**config.mk**
```make
export PLATFORM = sky130hd
export DESIGN_NAME = json_string_literal_decoder_core
export DESIGN_NICKNAME = d
export VERILOG_FILES = /design/src/hw/rtl/jsld_pkg.sv /design/src/hw/rtl/jsld_step.sv /design/src/hw/rtl/jsld_res_fifo.sv /design/src/hw/rtl/json_string_literal_decoder_core.sv
export SDC_FILE = /design/constraint.sdc
export NUM_CORES = 1
export LEC_CHECK = 0
export BUFFER_PORTS_ARGS = -buffer_cell sky130_fd_sc_hd__buf_2
export CAP_MARGIN = 30
export CORE_MARGIN = 2
export CORE_UTILIZATION = 45
export DETAILED_ROUTE_END_ITERATION = 10
export GPL_TIMING_DRIVEN = 0
export HOLD_SLACK_MARGIN = 0.08
export SYNTH_ARGS = -nofsm -noshare
export SYNTH_HDL_FRONTEND = slang
export SYNTH_SLANG_ARGS = --single-unit
```
**constraint.sdc**
```tcl
create_clock -name clk -period 5.44 [get_ports clk]
set_clock_uncertainty 0.15 [all_clocks]
set_input_delay 0.544 -clock clk [delete_from_list [all_inputs] [get_ports clk]]
set_output_delay 0.544 -clock clk [all_outputs]
set_load 0.05 [all_outputs]
```
**src/hw/rtl/jsld_pkg.sv**
```systemverilog
// ----------------------------------------------------------------------------
// jsld_pkg
// Shared types and codes for the JSON string literal decoder.
// ----------------------------------------------------------------------------
`default_nettype none

package jsld_pkg;

	localparam int LEN_W      = 16;
	localparam int FIFO_DEPTH = 4;
	localparam int FIFO_PTR_W = $clog2(FIFO_DEPTH);
	localparam int FIFO_CNT_W = $clog2(FIFO_DEPTH + 1);

	localparam logic [2:0] PH_IDLE = 3'd0;
	localparam logic [2:0] PH_BODY = 3'd1;
	localparam logic [2:0] PH_ESC  = 3'd2;
	localparam logic [2:0] PH_HEX  = 3'd3;
	localparam logic [2:0] PH_UTF8 = 3'd4;

	localparam logic [1:0] KIND_UNIT  = 2'd0;
	localparam logic [1:0] KIND_CLOSE = 2'd1;
	localparam logic [1:0] KIND_ERR   = 2'd2;

	typedef struct packed {
		logic [7:0] data_byte;
		logic       buffer_end;
	} in_t;

	typedef struct packed {
		logic [1:0]  kind;
		logic [15:0] code_unit;
		logic [15:0] consumed_bytes;
		logic        last_of_run;
	} out_t;

	// up to two results produced by one byte
	typedef struct packed {
		logic [1:0] n;
		out_t       r0;
		out_t       r1;
	} res_pair_t;

endpackage

`default_nettype wire

```
**src/hw/rtl/jsld_step.sv**
```systemverilog
// ----------------------------------------------------------------------------
// jsld_step
// Decoder state and the per-byte update: quote, escape, \u hex and UTF-8.
// ----------------------------------------------------------------------------
`default_nettype none

module jsld_step import jsld_pkg::*; (
	input  wire logic      clk,
	input  wire logic      arst_n,
	input  wire logic      fire,
	input  wire in_t       item,
	output res_pair_t      res
);

	localparam logic [7:0] CH_QUOTE = 8'h22;
	localparam logic [7:0] CH_BSL   = 8'h5C;
	localparam logic [7:0] CH_SLASH = 8'h2F;
	localparam logic [7:0] CH_B     = 8'h62;
	localparam logic [7:0] CH_F     = 8'h66;
	localparam logic [7:0] CH_N     = 8'h6E;
	localparam logic [7:0] CH_R     = 8'h72;
	localparam logic [7:0] CH_T     = 8'h74;
	localparam logic [7:0] CH_U     = 8'h75;
	localparam logic [15:0] REPLACEMENT = 16'hFFFD;
	localparam logic [LEN_W-1:0] CNT_MAX = '1;

	typedef struct packed {
		logic [2:0]  ph;
		logic [1:0]  left;
		logic [20:0] pt;
		logic        has;
		out_t        r;
	} body_t;

	function automatic out_t mk(input logic [1:0] k, input logic [15:0] u,
			input logic [15:0] l);
		out_t o;
		o.kind           = k;
		o.code_unit      = u;
		o.consumed_bytes = l;
		o.last_of_run    = 1'b0;
		return o;
	endfunction

	// bit 4 set when the byte is a hex digit
	function automatic logic [4:0] hex_fn(input logic [7:0] b);
		logic [4:0] h;
		h = '0;
		if (b >= 8'h30 && b <= 8'h39)
			h = {1'b1, 4'(b - 8'h30)};
		else if (b >= 8'h61 && b <= 8'h66)
			h = {1'b1, 4'(b - 8'h57)};
		else if (b >= 8'h41 && b <= 8'h46)
			h = {1'b1, 4'(b - 8'h37)};
		return h;
	endfunction

	function automatic body_t body_fn(input logic [7:0] b, input logic [LEN_W-1:0] cnt);
		body_t o;
		o = '0;
		o.ph = PH_BODY;
		if (b == CH_QUOTE) begin
			o.ph  = PH_IDLE;
			o.has = 1'b1;
			o.r   = mk(KIND_CLOSE, 16'h0,
				(cnt > LEN_W'(16'hFFFF)) ? 16'hFFFF : 16'(cnt));
		end else if (b == CH_BSL) begin
			o.ph = PH_ESC;
		end else if (b < 8'h80) begin
			o.has = 1'b1;
			o.r   = mk(KIND_UNIT, {8'h00, b}, 16'h0);
		end else if (b >= 8'hC2 && b <= 8'hDF) begin
			o.ph = PH_UTF8; o.left = 2'd1; o.pt = {16'h0, b[4:0]};
		end else if (b >= 8'hE0 && b <= 8'hEF) begin
			o.ph = PH_UTF8; o.left = 2'd2; o.pt = {17'h0, b[3:0]};
		end else if (b >= 8'hF0 && b <= 8'hF4) begin
			o.ph = PH_UTF8; o.left = 2'd3; o.pt = {18'h0, b[2:0]};
		end else begin
			o.has = 1'b1;
			o.r   = mk(KIND_UNIT, REPLACEMENT, 16'h0);
		end
		return o;
	endfunction

	logic [2:0]       phase_q, ph_d;
	logic [1:0]       hs_q, hs_d;
	logic [15:0]      hv_q, hv_d;
	logic [1:0]       ul_q, ul_d;
	logic [20:0]      up_q, up_d;
	logic [LEN_W-1:0] cnt_q, cnt_d;

	logic [7:0]  b;
	logic [1:0]  n;
	out_t        r0, r1;
	body_t       bb;
	logic        ok;
	logic [4:0]  hd;
	logic [20:0] pt_new, v;

	assign b = item.data_byte;

	always_comb begin
		ph_d   = phase_q;
		hs_d   = hs_q;
		hv_d   = hv_q;
		ul_d   = ul_q;
		up_d   = up_q;
		cnt_d  = cnt_q;
		n      = 2'd0;
		r0     = '0;
		r1     = '0;
		bb     = '0;
		hd     = hex_fn(b);
		pt_new = {up_q[14:0], b[5:0]};
		v      = pt_new - 21'h10000;
		ok     = (b[7:6] == 2'b10);
		if (ul_q == 2'd2 && up_q < 21'h10) begin
			if (up_q == 21'h0 && b < 8'hA0)
				ok = 1'b0;
			if (up_q == 21'hD && b >= 8'hA0)
				ok = 1'b0;
		end
		if (ul_q == 2'd3) begin
			if (up_q == 21'h0 && b < 8'h90)
				ok = 1'b0;
			if (up_q == 21'h4 && b >= 8'h90)
				ok = 1'b0;
		end

		if (phase_q == PH_IDLE) begin
			if (b == CH_QUOTE) begin
				cnt_d = LEN_W'(1);
				ph_d  = PH_BODY;
			end else begin
				n = 2'd1; r0 = mk(KIND_ERR, 16'h0, 16'h0);
				ph_d = PH_IDLE; hs_d = '0; hv_d = '0; ul_d = '0; up_d = '0;
			end
		end else begin
			if (cnt_q != CNT_MAX)
				cnt_d = cnt_q + LEN_W'(1);
			bb = body_fn(b, cnt_d);
			unique case (phase_q)
				PH_BODY: begin
					ph_d = bb.ph; ul_d = bb.left; up_d = bb.pt;
					if (bb.has) begin
						n = 2'd1; r0 = bb.r;
					end
				end
				PH_ESC: begin
					ph_d = PH_BODY;
					n    = 2'd1;
					unique case (b)
						CH_QUOTE: r0 = mk(KIND_UNIT, 16'h0022, 16'h0);
						CH_BSL:   r0 = mk(KIND_UNIT, 16'h005C, 16'h0);
						CH_SLASH: r0 = mk(KIND_UNIT, 16'h002F, 16'h0);
						CH_B:     r0 = mk(KIND_UNIT, 16'h0008, 16'h0);
						CH_F:     r0 = mk(KIND_UNIT, 16'h000C, 16'h0);
						CH_N:     r0 = mk(KIND_UNIT, 16'h000A, 16'h0);
						CH_R:     r0 = mk(KIND_UNIT, 16'h000D, 16'h0);
						CH_T:     r0 = mk(KIND_UNIT, 16'h0009, 16'h0);
						CH_U: begin
							n = 2'd0; ph_d = PH_HEX; hs_d = '0; hv_d = '0;
						end
						default: begin
							r0 = mk(KIND_ERR, 16'h0, 16'h0);
							ph_d = PH_IDLE; hs_d = '0; hv_d = '0; ul_d = '0; up_d = '0;
						end
					endcase
				end
				PH_HEX: begin
					if (!hd[4]) begin
						n = 2'd1; r0 = mk(KIND_ERR, 16'h0, 16'h0);
						ph_d = PH_IDLE; hs_d = '0; hv_d = '0; ul_d = '0; up_d = '0;
					end else if (hs_q == 2'd3) begin
						n = 2'd1; r0 = mk(KIND_UNIT, {hv_q[11:0], hd[3:0]}, 16'h0);
						hs_d = '0; hv_d = '0; ph_d = PH_BODY;
					end else begin
						hv_d = {hv_q[11:0], hd[3:0]};
						hs_d = hs_q + 2'd1;
					end
				end
				PH_UTF8: begin
					if (!ok || ul_q == 2'd0) begin
						r0 = mk(KIND_UNIT, REPLACEMENT, 16'h0);
						ph_d = bb.ph; ul_d = bb.left; up_d = bb.pt;
						if (bb.has) begin
							n = 2'd2; r1 = bb.r;
						end else begin
							n = 2'd1;
						end
					end else if (ul_q == 2'd1) begin
						ph_d = PH_BODY; ul_d = '0; up_d = '0;
						if (pt_new >= 21'h10000) begin
							n  = 2'd2;
							r0 = mk(KIND_UNIT, {6'b110110, v[19:10]}, 16'h0);
							r1 = mk(KIND_UNIT, {6'b110111, v[9:0]}, 16'h0);
						end else begin
							n  = 2'd1;
							r0 = mk(KIND_UNIT, pt_new[15:0], 16'h0);
						end
					end else begin
						up_d = pt_new;
						ul_d = ul_q - 2'd1;
					end
				end
				default: begin
					n = 2'd1; r0 = mk(KIND_ERR, 16'h0, 16'h0);
					ph_d = PH_IDLE; hs_d = '0; hv_d = '0; ul_d = '0; up_d = '0;
				end
			endcase
		end

		// buffer ran out with the literal still open
		if (item.buffer_end && ph_d != PH_IDLE) begin
			n = 2'd1; r0 = mk(KIND_ERR, 16'h0, 16'h0); r1 = '0;
			ph_d = PH_IDLE; hs_d = '0; hv_d = '0; ul_d = '0; up_d = '0;
		end

		r0.last_of_run = (n == 2'd1);
		r1.last_of_run = 1'b1;
		res.n  = n;
		res.r0 = r0;
		res.r1 = r1;
	end

	always_ff @(posedge clk or negedge arst_n) begin
		if (!arst_n) begin
			phase_q <= PH_IDLE;
			hs_q    <= '0;
			hv_q    <= '0;
			ul_q    <= '0;
			up_q    <= '0;
			cnt_q   <= '0;
		end else if (fire) begin
			phase_q <= ph_d;
			hs_q    <= hs_d;
			hv_q    <= hv_d;
			ul_q    <= ul_d;
			up_q    <= up_d;
			cnt_q   <= cnt_d;
		end
	end

	a_pair_first_unit: assert property (@(posedge clk) disable iff (!arst_n)
		fire && res.n == 2'd2 |-> res.r0.kind == KIND_UNIT)
		else $error("first of two results is not a code unit");

	a_end_goes_idle: assert property (@(posedge clk) disable iff (!arst_n)
		fire && item.buffer_end |=> phase_q == PH_IDLE)
		else $error("decoder not idle after buffer end");

	a_hex_count_clear: assert property (@(posedge clk) disable iff (!arst_n)
		phase_q != PH_HEX |-> hs_q == 2'd0)
		else $error("hex digit count set outside hex phase");

endmodule

`default_nettype wire

```
**src/hw/rtl/jsld_res_fifo.sv**
```systemverilog
// ----------------------------------------------------------------------------
// jsld_res_fifo
// Result queue: takes up to two results per cycle, hands out one per transfer.
// ----------------------------------------------------------------------------
`default_nettype none

module jsld_res_fifo import jsld_pkg::*; (
	input  wire logic      clk,
	input  wire logic      arst_n,
	input  wire logic      wr_en,
	input  wire res_pair_t wr,
	output out_t           rd,
	output logic           rd_valid,
	input  wire logic      rd_stall,
	output logic           room
);

	out_t                  mem [FIFO_DEPTH];
	logic [FIFO_PTR_W-1:0] wp_q, rp_q;
	logic [FIFO_CNT_W-1:0] cnt_q;
	logic [1:0]            push_n;
	logic                  pop;

	assign push_n   = wr_en ? wr.n : 2'd0;
	assign rd_valid = (cnt_q != '0);
	assign pop      = rd_valid && !rd_stall;
	assign rd       = mem[rp_q];
	assign room     = (cnt_q <= FIFO_CNT_W'(FIFO_DEPTH - 2));

	always_ff @(posedge clk) begin
		if (push_n != 2'd0)
			mem[wp_q] <= wr.r0;
		if (push_n == 2'd2)
			mem[wp_q + FIFO_PTR_W'(1)] <= wr.r1;
	end

	always_ff @(posedge clk or negedge arst_n) begin
		if (!arst_n) begin
			wp_q  <= '0;
			rp_q  <= '0;
			cnt_q <= '0;
		end else begin
			wp_q  <= wp_q + FIFO_PTR_W'(push_n);
			rp_q  <= rp_q + FIFO_PTR_W'(pop);
			cnt_q <= cnt_q + FIFO_CNT_W'(push_n) - FIFO_CNT_W'(pop);
		end
	end

	a_no_overflow: assert property (@(posedge clk) disable iff (!arst_n)
		cnt_q <= FIFO_CNT_W'(FIFO_DEPTH))
		else $error("result queue overflow");

	a_pair_needs_room: assert property (@(posedge clk) disable iff (!arst_n)
		push_n != 2'd0 |-> cnt_q <= FIFO_CNT_W'(FIFO_DEPTH - 2))
		else $error("result written without room");

	a_full_means_valid: assert property (@(posedge clk) disable iff (!arst_n)
		!room |-> rd_valid)
		else $error("queue without room reports empty");

endmodule

`default_nettype wire

```
**src/hw/rtl/json_string_literal_decoder_core.sv**
```systemverilog
// ----------------------------------------------------------------------------
// json_string_literal_decoder_core
// JSON string literal decoder: one byte in, UTF-16 code units, close or error out.
//
//   channel  dir  handshake                  payload
//   item     in   item_valid / item_stall    in_t  (data_byte, buffer_end)
//   result   out  result_valid / result_stall out_t (kind, code_unit, ...)
//
// A byte is registered, decoded from that register and its results written
// into a four-entry result queue once the queue has room for two. One byte
// per clock sustained while the queue has room; a byte that yields a
// surrogate pair leaves through the single result port as two results.
// item_stall rises only when the queue has fewer than two free entries.
// Reset returns the decoder to waiting for an opening quote, queue empty.
// ----------------------------------------------------------------------------
`default_nettype none

module json_string_literal_decoder_core import jsld_pkg::*; (
	input  wire logic clk,
	input  wire logic arst_n,
	input  wire logic item_valid,
	output logic      item_stall,
	input  wire in_t  item,
	output logic      result_valid,
	input  wire logic result_stall,
	output out_t      result
);

	logic      valid_s1;
	in_t       item_s1;
	logic      room;
	logic      fire;
	res_pair_t res;

	assign fire       = valid_s1 && room;
	assign item_stall = valid_s1 && !room;

	always_ff @(posedge clk or negedge arst_n) begin
		if (!arst_n)
			valid_s1 <= 1'b0;
		else if (!item_stall)
			valid_s1 <= item_valid;
	end

	always_ff @(posedge clk) begin
		if (item_valid && !item_stall)
			item_s1 <= item;
	end

	jsld_step u_step (
		.clk    (clk),
		.arst_n (arst_n),
		.fire   (fire),
		.item   (item_s1),
		.res    (res)
	);

	jsld_res_fifo u_fifo (
		.clk      (clk),
		.arst_n   (arst_n),
		.wr_en    (fire),
		.wr       (res),
		.rd       (result),
		.rd_valid (result_valid),
		.rd_stall (result_stall),
		.room     (room)
	);

endmodule

`default_nettype wire

```
==> metrics.md, run 1 <==
| Metric | Value |
|---|---|
| Worst reg2reg path depth | `14` |
| WL/cell | `20.7 µm` |
| Non-Filler Instances | `between 1k and 1.5k` |
| Max Fclk | `about 0.19 GHz` |
| Slew margin rel. | `around two fifths` |
| Worst min-delay path category | `in2reg` |
| Multi-input logic area | `0.00464 mm²` |
| Reg2reg setup slack | `about 0.29 ns` |
| Die area | `0.0256 mm²` |
| Largest net degree at the start of global routing | `65` |
| Post-CTS setup buffer count | `0` |
| Final Core Density | `a little over half` |
| Placement Rows | `between 50 and 60` |
| Clock power frac | `between 20% and 30%` |
| Final hold violation count | `0` |
| Static Leak | `about 4.5 nW` |
| R2r startpoint | `item_s1[1]$_DFFE_PP_` |
| Fin. max-slew vios | `0` |
| Yosys warnings | `0` |
| Fin area | `about 0.013 mm²` |
| Drt drc | `0` |
| Worst-path clk slew | `~0.07 ns` |
| Root Buffer | `clkbuf_16` |
| Avg Synthesized Cell Area | `around 11 µm²` |
| PD cells | `466 mW/mm²` |
| Seq/Total Area, Yosys | `54.7%` |
| Port bufs | `49` |
| Critical Path End Type | `flip-flop` |
| Clock sink total | `213` |
| DP Cell Count | `about 1.3k` |
| Mapped Cells | `~970` |
| Number of H-tree levels | `1` |
| Fin crit period | `5.15 ns` |
| Total chip power | `0.00593 W` |
| Switching Fraction | `between 30% and 40%` |
| GPL Wtd Cong | `between 0.9 and 1` |
| DP HPWL | `20.3 mm` |
| Nets | `around 1.1k` |
| First-pass GRT wire length | `between 40 and 50 mm` |
| Die Y | `between 150 and 200 µm` |
| Top FF cell, synth | `edfxtp_1` |
| Flop pwr share | `a little over a third` |
| Area after DPL | `~0.012 mm²` |
| Synthesized Nets | `1000` |
| Final setup vio count | `0` |
| Layout cells sized above 1 | `17.4%` |
| Sw Pwr | `roughly 0.0023 W` |
| Initial DRC count | `830` |
| Die width | `160 µm` |
| Status | `finished, final reports clean` |
| Asr flop ratio synth | `roughly 30%` |
| End of the worst hold path | `valid_s1$_DFFE_PN0N_` |
| CTS tree | `done` |
| Worst vdd ir | `approximately 0.28 mV` |
| Synthesized flop and latch total | `213` |
| DRT antenna net count | `0` |
| Starting Density | `45.5%` |
| DR pass1 iterations | `5` |
| Clock buffer depth | `3` |
| Part of the cycle the worst path needs | `a little over nine tenths` |
| Post-synthesis instance area | `0.0110 mm²` |
| Max cap viols | `0` |
| Number of synthesized flops with an enable pin | `approximately 140` |
| Setup TNS | `0 ns` |
| CTS Buf Count | `23` |
| Fillers | `approximately 2.2k` |
| Reg-to-Reg End | `u_fifo.mem[0][6]$_DFFE_PP_` |
| CP required | `between 5 and 6 ns` |
| Reg area | `approximately 0.006 mm²` |
| Routed WL | `between 20 and 30 mm` |
| Clock insertion delay at the later pin of the skew report | `between 0.5 and 0.6 ns` |
| Initial antenna violation count | `0` |
| Crit Path Max Fanout | `19` |
| GRT overflow | `0` |
| Diodes inserted | `0` |
| Crit. Startpoint | `item_s1[1]$_DFFE_PP_` |
| Synth top area cells | `edfxtp_1 39%, dfrtp_1 15%, mux4_2 7.2%` |
| Yosys top cell area share | `around 39%` |
| CP Data Arrival Time | `~5.2 ns` |
| Internal Power | `~0.0037 W` |
| Hold_sp | `item_valid` |
| Area leader, netlist | `edfxtp_1` |
| Comb power frac | `36.7%` |
| Cell variety after synth | `slightly above 80` |
| Vias per cell | `approximately 6` |
| Crit start category | `flip-flop` |
| Vias in the first global route | `approximately 8.1k` |
| Routed vias | `around 8.3k` |
| Worst Tran Pin Value | `approximately 0.93 ns` |
| CORE AREA | `~0.024 mm²` |
| Tot GR Track Use | `22.6%` |
| Hold path depth | `2` |
| Boundary pin count | `50` |
| Worst setup path category | `reg2reg` |
| Area delta synth->final | `15.9%` |
-- sequential cells by signal, summed over array words and instances (netlist names) --
name,flops
item_s1,9
u_fifo.cnt_q,3
u_fifo.mem,140
u_fifo.rp_q,2
u_fifo.wp_q,2
u_step.cnt_q,16
u_step.hs_q,2
u_step.hv_q,12
u_step.phase_q,3
u_step.ul_q,2
u_step.up_q,21
valid_s1,1
-- how the worst max path moves through the flow --
stage / end / slack [ns] / cells after the start
CTS: u_fifo.mem[3][31]$_DFFE_PP_ / 0.15 / 14
detailed placement: u_fifo.mem[3][12]$_DFFE_PP_ / 0.19 / 14
floorplan: u_fifo.mem[1][10]$_DFFE_PP_ / 0.40 / 12
global route: u_fifo.mem[0][30]$_DFFE_PP_ / -0.002 / 14
finish: u_fifo.mem[0][6]$_DFFE_PP_ / 0.29 / 14
global placement: u_fifo.mem[1][31]$_DFFE_PP_ / -1.89 / 12
-- through the flow --
step	setup WS, ns	hold WS (ns)
2_1_floorplan	0.401	0.0984
3_3_place_gp	-1.89	0.295
3_5_place_dp	0.189	0.303
4_1_cts	0.153	0.0814
5_1_grt	-0.00225	0.0988
6_report	0.289	0.100
-- power groups by stage --
stage | registers [W] | clock network (W) | logic, W
global placement | 0.00211 | 0 | 0.00209
finish | 0.00206 | 0.00169 | 0.00218
floorplan | 0.00208 | 0 | 0.00159
detailed placement | 0.00210 | 0 | 0.00217
global route | 0.00208 | 0.00178 | 0.00232
CTS | 0.00206 | 0.00171 | 0.00218
-- cells in the mapped netlist (all sizes together), types with 4 or more instances --
cell type,n
nand2,103
edfxtp,141
nand4,9
xor2,10
inv,24
nor3b,5
a22o,15
a21oi,29
nor3,35
o32ai,9
nor4,4
ha,18
buf,25
dfxtp,8
and2,8
nand2b,6
nor2,92
a211o,5
a31oi,6
a21o,11
or3,5
or2,8
mux4,35
a211oi,4
mux2,5
and3,6
nand3,25
o21ai,79
o22ai,53
o211ai,7
mux2i,4
nor4b,5
a22oi,5
dfrtp,64
xnor2,11
clkbuf,42
o31ai,9
-- worst max-delay path, stage by stage, from the launching register on --
cell,delay (ns)
edfxtp_1,0.38
buf_1,0.41
inv_1,0.23
ha_1,0.31
and4b_1,0.22
o31ai_1,0.23
nand3_1,0.15
a21oi_1,0.42
o211ai_1,0.27
o31ai_2,0.48
buf_2,0.31
nand4_2,0.35
clkbuf_1,0.39
nand2_4,0.30
buf_12,0.22
-- final cells by class --
type / count / share of cell area (%)
multi-input combinational: 663 / 36.5
tap: 324 / 3.19
clock buffer: 31 / 5.16
clock inverter: 11 / 1.36
timing repair buffer: 66 / 3.67
sequential: 213 / 47.1
inverter: 25 / 0.738
buffer: 67 / 2.27
-- layer usage --
layer	up-vias	GRT usage, %	wire length (µm)
li1	3860	-	-
met1	4136	33.9	13400
met2	295	34.8	13000
met3	47	3.14	1910
met4	0	6.10	601
met5	-	0	0
-- placed cells by master (no fill, tap or decap), types with 5 or more instances in the layout --
master / n
nand4_1: 8
clkbuf_16: 24
o211ai_1: 6
nand2b_1: 6
a211o_1: 5
and3_1: 6
buf_2: 64
xor2_1: 10
nand2_1: 100
or3_1: 5
nor4b_1: 5
dfxtp_1: 8
a22o_1: 15
inv_1: 24
a21oi_1: 26
edfxtp_1: 141
mux4_2: 35
o22ai_1: 53
nor3b_1: 5
nand3_1: 23
mux2_2: 5
xnor2_1: 11
clkbuf_1: 45
a22oi_1: 5
and2_1: 7
a21o_1: 11
o21ai_0: 74
dlygate4sd3_1: 10
or2_2: 7
nor3_1: 33
o32ai_1: 9
o31ai_1: 8
dfrtp_1: 64
buf_1: 7
nor2_1: 92
ha_1: 18
-- timing repair --
action / CTS / global route
resized for setup: 0 / 5
endpoints found under the setup margin: 0 / 74
endpoints found under the hold margin: 73 / 0
hold buffers: 10 / 0
-- kinds of logic after synthesis --
kind of cell | Yosys count | synth area share [%]
buf+inv | 92 | 3.49
xor+xnor | 21 | 1.68
simple gates | 323 | 14.0
mux | 44 | 8.06
fa+ha+maj | 19 | 2.24
flops | 213 | 54.7
compound gates | 256 | 15.9
Note: power is estimated with default switching activity, not from simulation.
==> run 2, diff against run 1 <==
Settings changed: SYNTH_HIERARCHICAL set to 1.
==> run 2 against run 1 <==
Worst hold slack got worse by 0.0040 ns. Die area increased by 10%. Non-clock buffer count did not move. Power down 1.3%. Design area is 9.2% higher. Critical endpoint is now u_fifo/mem[0][33]$_DFFE_PP_. Highest routed layer unchanged.
==> metrics.md, run 2 <==
| Metric | Value |
|---|---|
| Largest register FFs | `140 (unchanged)` |
| Number of synthesized flops with an enable pin | `149 (+5.7%)` |
| Asr flop ratio synth | `30.0% (unchanged)` |
| DRT antenna net count | `0 (unchanged)` |
| Clock sink total | `213 (unchanged)` |
| Largest regs | `u_fifo/mem: 140 flops, u_step/up_q: 21 flops, u_step/cnt_q: 16 flops` |
| Critical Path End Type | `flip-flop` |
| Routed vias | `8092 (-3.0%)` |
| CORE AREA | `0.0267 mm² (+11%)` |
| Final setup vio count | `0 (unchanged)` |
| Synth top area cells | `edfxtp_1 37%, dfrtp_1 13%, mux2_2 10%` |
| DP HPWL | `20.2 mm (-0.14%)` |
| CP required | `5.55 ns (+0.05 ns)` |
| Tot GR Track Use | `21.3% (-1.4 points)` |
| Most common cell after layout, fill and taps aside | `edfxtp_1` |
| Cell variety after synth | `93 (+12%)` |
| Starting Density | `45.4% (-0.075 points)` |
| Boundary pin count | `50 (unchanged)` |
| Setup TNS | `0 ns (unchanged)` |
| WL/cell | `21.3 µm (+2.9%)` |
| Seq/Total Area, Yosys | `50.0% (-4.6 points)` |
| GRT overflow | `0 (unchanged)` |
| Worst reg2reg path depth | `14 (unchanged)` |
| Routed WL | `29.8 mm (+3.0%)` |
| Area leader, netlist | `edfxtp_1` |
| Avg Synthesized Cell Area | `12.9 µm² (+14%)` |
| Largest net degree at the start of global routing | `65 (unchanged)` |
| Placement Rows | `60 (+5.3%)` |
| Area delta synth->final | `14.4%` |
| Count leader, synth | `edfxtp_1` |
| Vias in the first global route | `7969 (-1.0%)` |
| CTS Buf Count | `25 (+8.7%)` |
| Mapped Cells | `944 (-2.5%)` |
| Port bufs | `49 (unchanged)` |
| Fillers | `2296 (+6.3%)` |
| DR pass1 iterations | `5 (unchanged)` |
| Largest Register | `u_fifo/mem` |
| Crit Path Max Fanout | `10 (-9)` |
| Crit. Startpoint | `item_s1[1]$_DFFE_PP_` |
| Fin. max-slew vios | `0 (unchanged)` |
| Synthesized flop and latch total | `213 (unchanged)` |
| Yosys warnings | `6 (+6)` |
| PD cells | `421 mW/mm² (-9.7%)` |
| Fin crit period | `5.21 ns (+0.0547 ns)` |
| Reg2reg setup slack | `0.23 ns (-0.05 ns)` |
| Synthesized Nets | `974 (-2.6%)` |
| Worst vdd ir | `0.326 mV (+14%)` |
| Part of the cycle the worst path needs | `95.7% (+1.0 points)` |
| Worst-path clk slew | `0.06 ns (about the same)` |
| Synth Area in Simple Gates | `10.9% (-3.2 points)` |
| Worst setup path category | `reg2reg` |
| Die area | `0.0283 mm² (+10%)` |
| Final hold violation count | `0 (unchanged)` |
| Clock buffer depth | `3 (unchanged)` |
| Synth Area in Adders | `1.81% (-0.42 points)` |
| CP Data Arrival Time | `5.31 ns (+0.09 ns)` |
| Final Core Density | `52.0% (-0.78 points)` |
| Max cap viols | `0 (unchanged)` |
| Status | `finished, final reports clean` |
| Worst Tran Pin Value | `0.868 ns (-0.0616 ns)` |
| Yosys top cell area share | `36.8% (-1.7 points)` |
| Clock insertion delay at the later pin of the skew report | `0.52 ns (about the same)` |
| Max Fclk | `0.192 GHz (-1.0%)` |
| Synth Area in Compound Gates | `10.6% (-5.3 points)` |
| R2r startpoint | `item_s1[1]$_DFFE_PP_` |
| Mux contribution to synthesized area | `21.0% (+13 points)` |
| Number of H-tree levels | `1 (unchanged)` |
| Initial DRC count | `834 (+0.48%)` |
| Initial antenna violation count | `1 (+1)` |
| Nets | `1072 (-1.7%)` |
| GPL Wtd Cong | `0.877 (-2.8%)` |
| Worst min-delay path category | `in2reg` |
| RSZ-0062 raised after global routing | `no` |
| Most frequent cells in the layout | `149 x edfxtp_1, 111 x mux2_2, 89 x nor2_1, 74 x buf_2, 64 x dfrtp_1` |
| Vias per cell | `5.78 (-3.0%)` |
| Slew margin rel. | `41.8% (+3.8 points)` |
| Hold WS | `0.0962 ns (-0.00396 ns)` |
| Root Buffer | `clkbuf_16` |
| XOR/XNOR share of the synthesized area | `1.66% (-0.018 points)` |
| Die Y | `168 µm (+5.1%)` |
| CTS tree | `done` |
| Layout cells sized above 1 | `33.2% (+16 points)` |
| First-pass GRT wire length | `47.1 mm (+3.2%)` |
| Top FF cell, synth | `edfxtp_1` |
| Die width | `168 µm (+5.1%)` |
| Drt drc | `0 (unchanged)` |
| Reg-to-Reg End | `u_fifo/mem[0][33]$_DFFE_PP_` |
| End of the critical path | `u_fifo/mem[0][33]$_DFFE_PP_` |
| Synth cell count leaders | `149 x edfxtp_1, 111 x mux2_2, 91 x nor2_1` |
| Main combinational cell family by area after synthesis | `multiplexers` |
| Post-synthesis instance area | `0.0121 mm² (+11%)` |
| Static Leak | `5.37 nW (+19%)` |
| Crit start category | `flip-flop` |
==> run 2: cell types whose count changed after synthesis, moves of 20 or more <==
cell      before  now
mux2_4         0   30
mux2_2         5  111
o21ai_0       74   40
a22o_1        15   35
nand2_1      103   42
clkbuf_1      42   15
o22ai_1       53    1
==> run 2: how the worst min path moves through the flow <==
stage	from	to	slack [ns]	cells after the start
6_report	item_valid	valid_s1$_DFFE_PN0N_	0.1	2
5_1_grt	item_valid	valid_s1$_DFFE_PN0N_	0.11	2
4_1_cts	item_valid	valid_s1$_DFFE_PN0N_	0.08	2
3_5_place_dp	u_step/cnt_q[9]$_DFFE_PN0P_	u_step/cnt_q[9]$_DFFE_PN0P_	0.33	2
3_3_place_gp	u_step/cnt_q[9]$_DFFE_PN0P_	u_step/cnt_q[9]$_DFFE_PN0P_	0.32	2
2_1_floorplan	arst_n	u_fifo/cnt_q[0]$_DFF_PN0_	0.1	0
==> run 2: per-stage QoR <==
step	total power, W	std cells	worst slack (ns)	area, µm²
4_1_cts	0.00591	1392	0.0180	13800
2_1_floorplan	0.00369	944	0.530	12100
3_3_place_gp	0.00418	1334	-1.70	12800
5_1_grt	0.00611	1400	0.0189	13900
6_report	0.00585	1401	0.234	13900
3_5_place_dp	0.00422	1338	0.0143	12900
==> run 2: power by group <==
part	switching [W]	internal (W)	leakage, nW	total (W)
Sequential	0.0000803	0.00202	2.24	0.00210
Combinational	0.00143	0.000653	2.73	0.00208
Clock	0.000648	0.00102	0.400	0.00167
==> run 2: critical path, cell delays in order (launching register included) <==
cell and delay [ns]:
edfxtp_1 0.62, inv_1 0.25, ha_1 0.26, o21bai_1 0.15
a2111o_1 0.41, a21oi_4 0.15, a221oi_1 0.44, nand3_1 0.28
o21ai_4 0.32, o21ai_0 0.19, nor2_2 0.30, nand2_4 0.17
nor3_4 0.45, buf_2 0.41, mux2_2 0.39
==> run 2: final cells by class <==
| class | count | area (µm²) | area share (%) |
|---|---|---|---|
| inverters | 23 | 86.3 | 0.621 |
| clock buffers | 28 | 637 | 4.58 |
| repair buffers | 71 | 488 | 3.51 |
| multi-input cells | 646 | 5600 | 40.3 |
| clock inverters | 16 | 176 | 1.27 |
| flip-flops and latches | 213 | 6080 | 43.7 |
| plain buffers | 62 | 395 | 2.85 |
| well taps | 341 | 427 | 3.07 |
| diodes | 1 | 2.50 | 0.0180 |
==> run 2: cells by family after synthesis <==
group | Yosys count
muxes | 182
buffers and inverters | 85
other | 2
DFF | 213
AOI/OAI and AO/OA | 174
xor gates and xnor gates | 23
adders and majority gates | 17
and+or+nand+nor | 248
==> run 2: per-layer routing <==
layer  share of wire, %  wire, µm  global-route usage [%]
met5                  0         0                       0
met1                 48     14300                    32.6
met2                 45     13400                    32.7
met3                5.5      1640                    2.91
met4                1.5       451                    3.71
==> run 2: timing repair <==
| item | CTS | global route |
|---|---|---|
| buffers inserted | 0 | 8 |
| hold endpoints to repair | 73 | 0 |
| pin swaps | 0 | 2 |
| gates resized for setup | 1 | 1 |
| hold buffers | 10 | 0 |
| setup endpoints to repair | 6 | 107 |
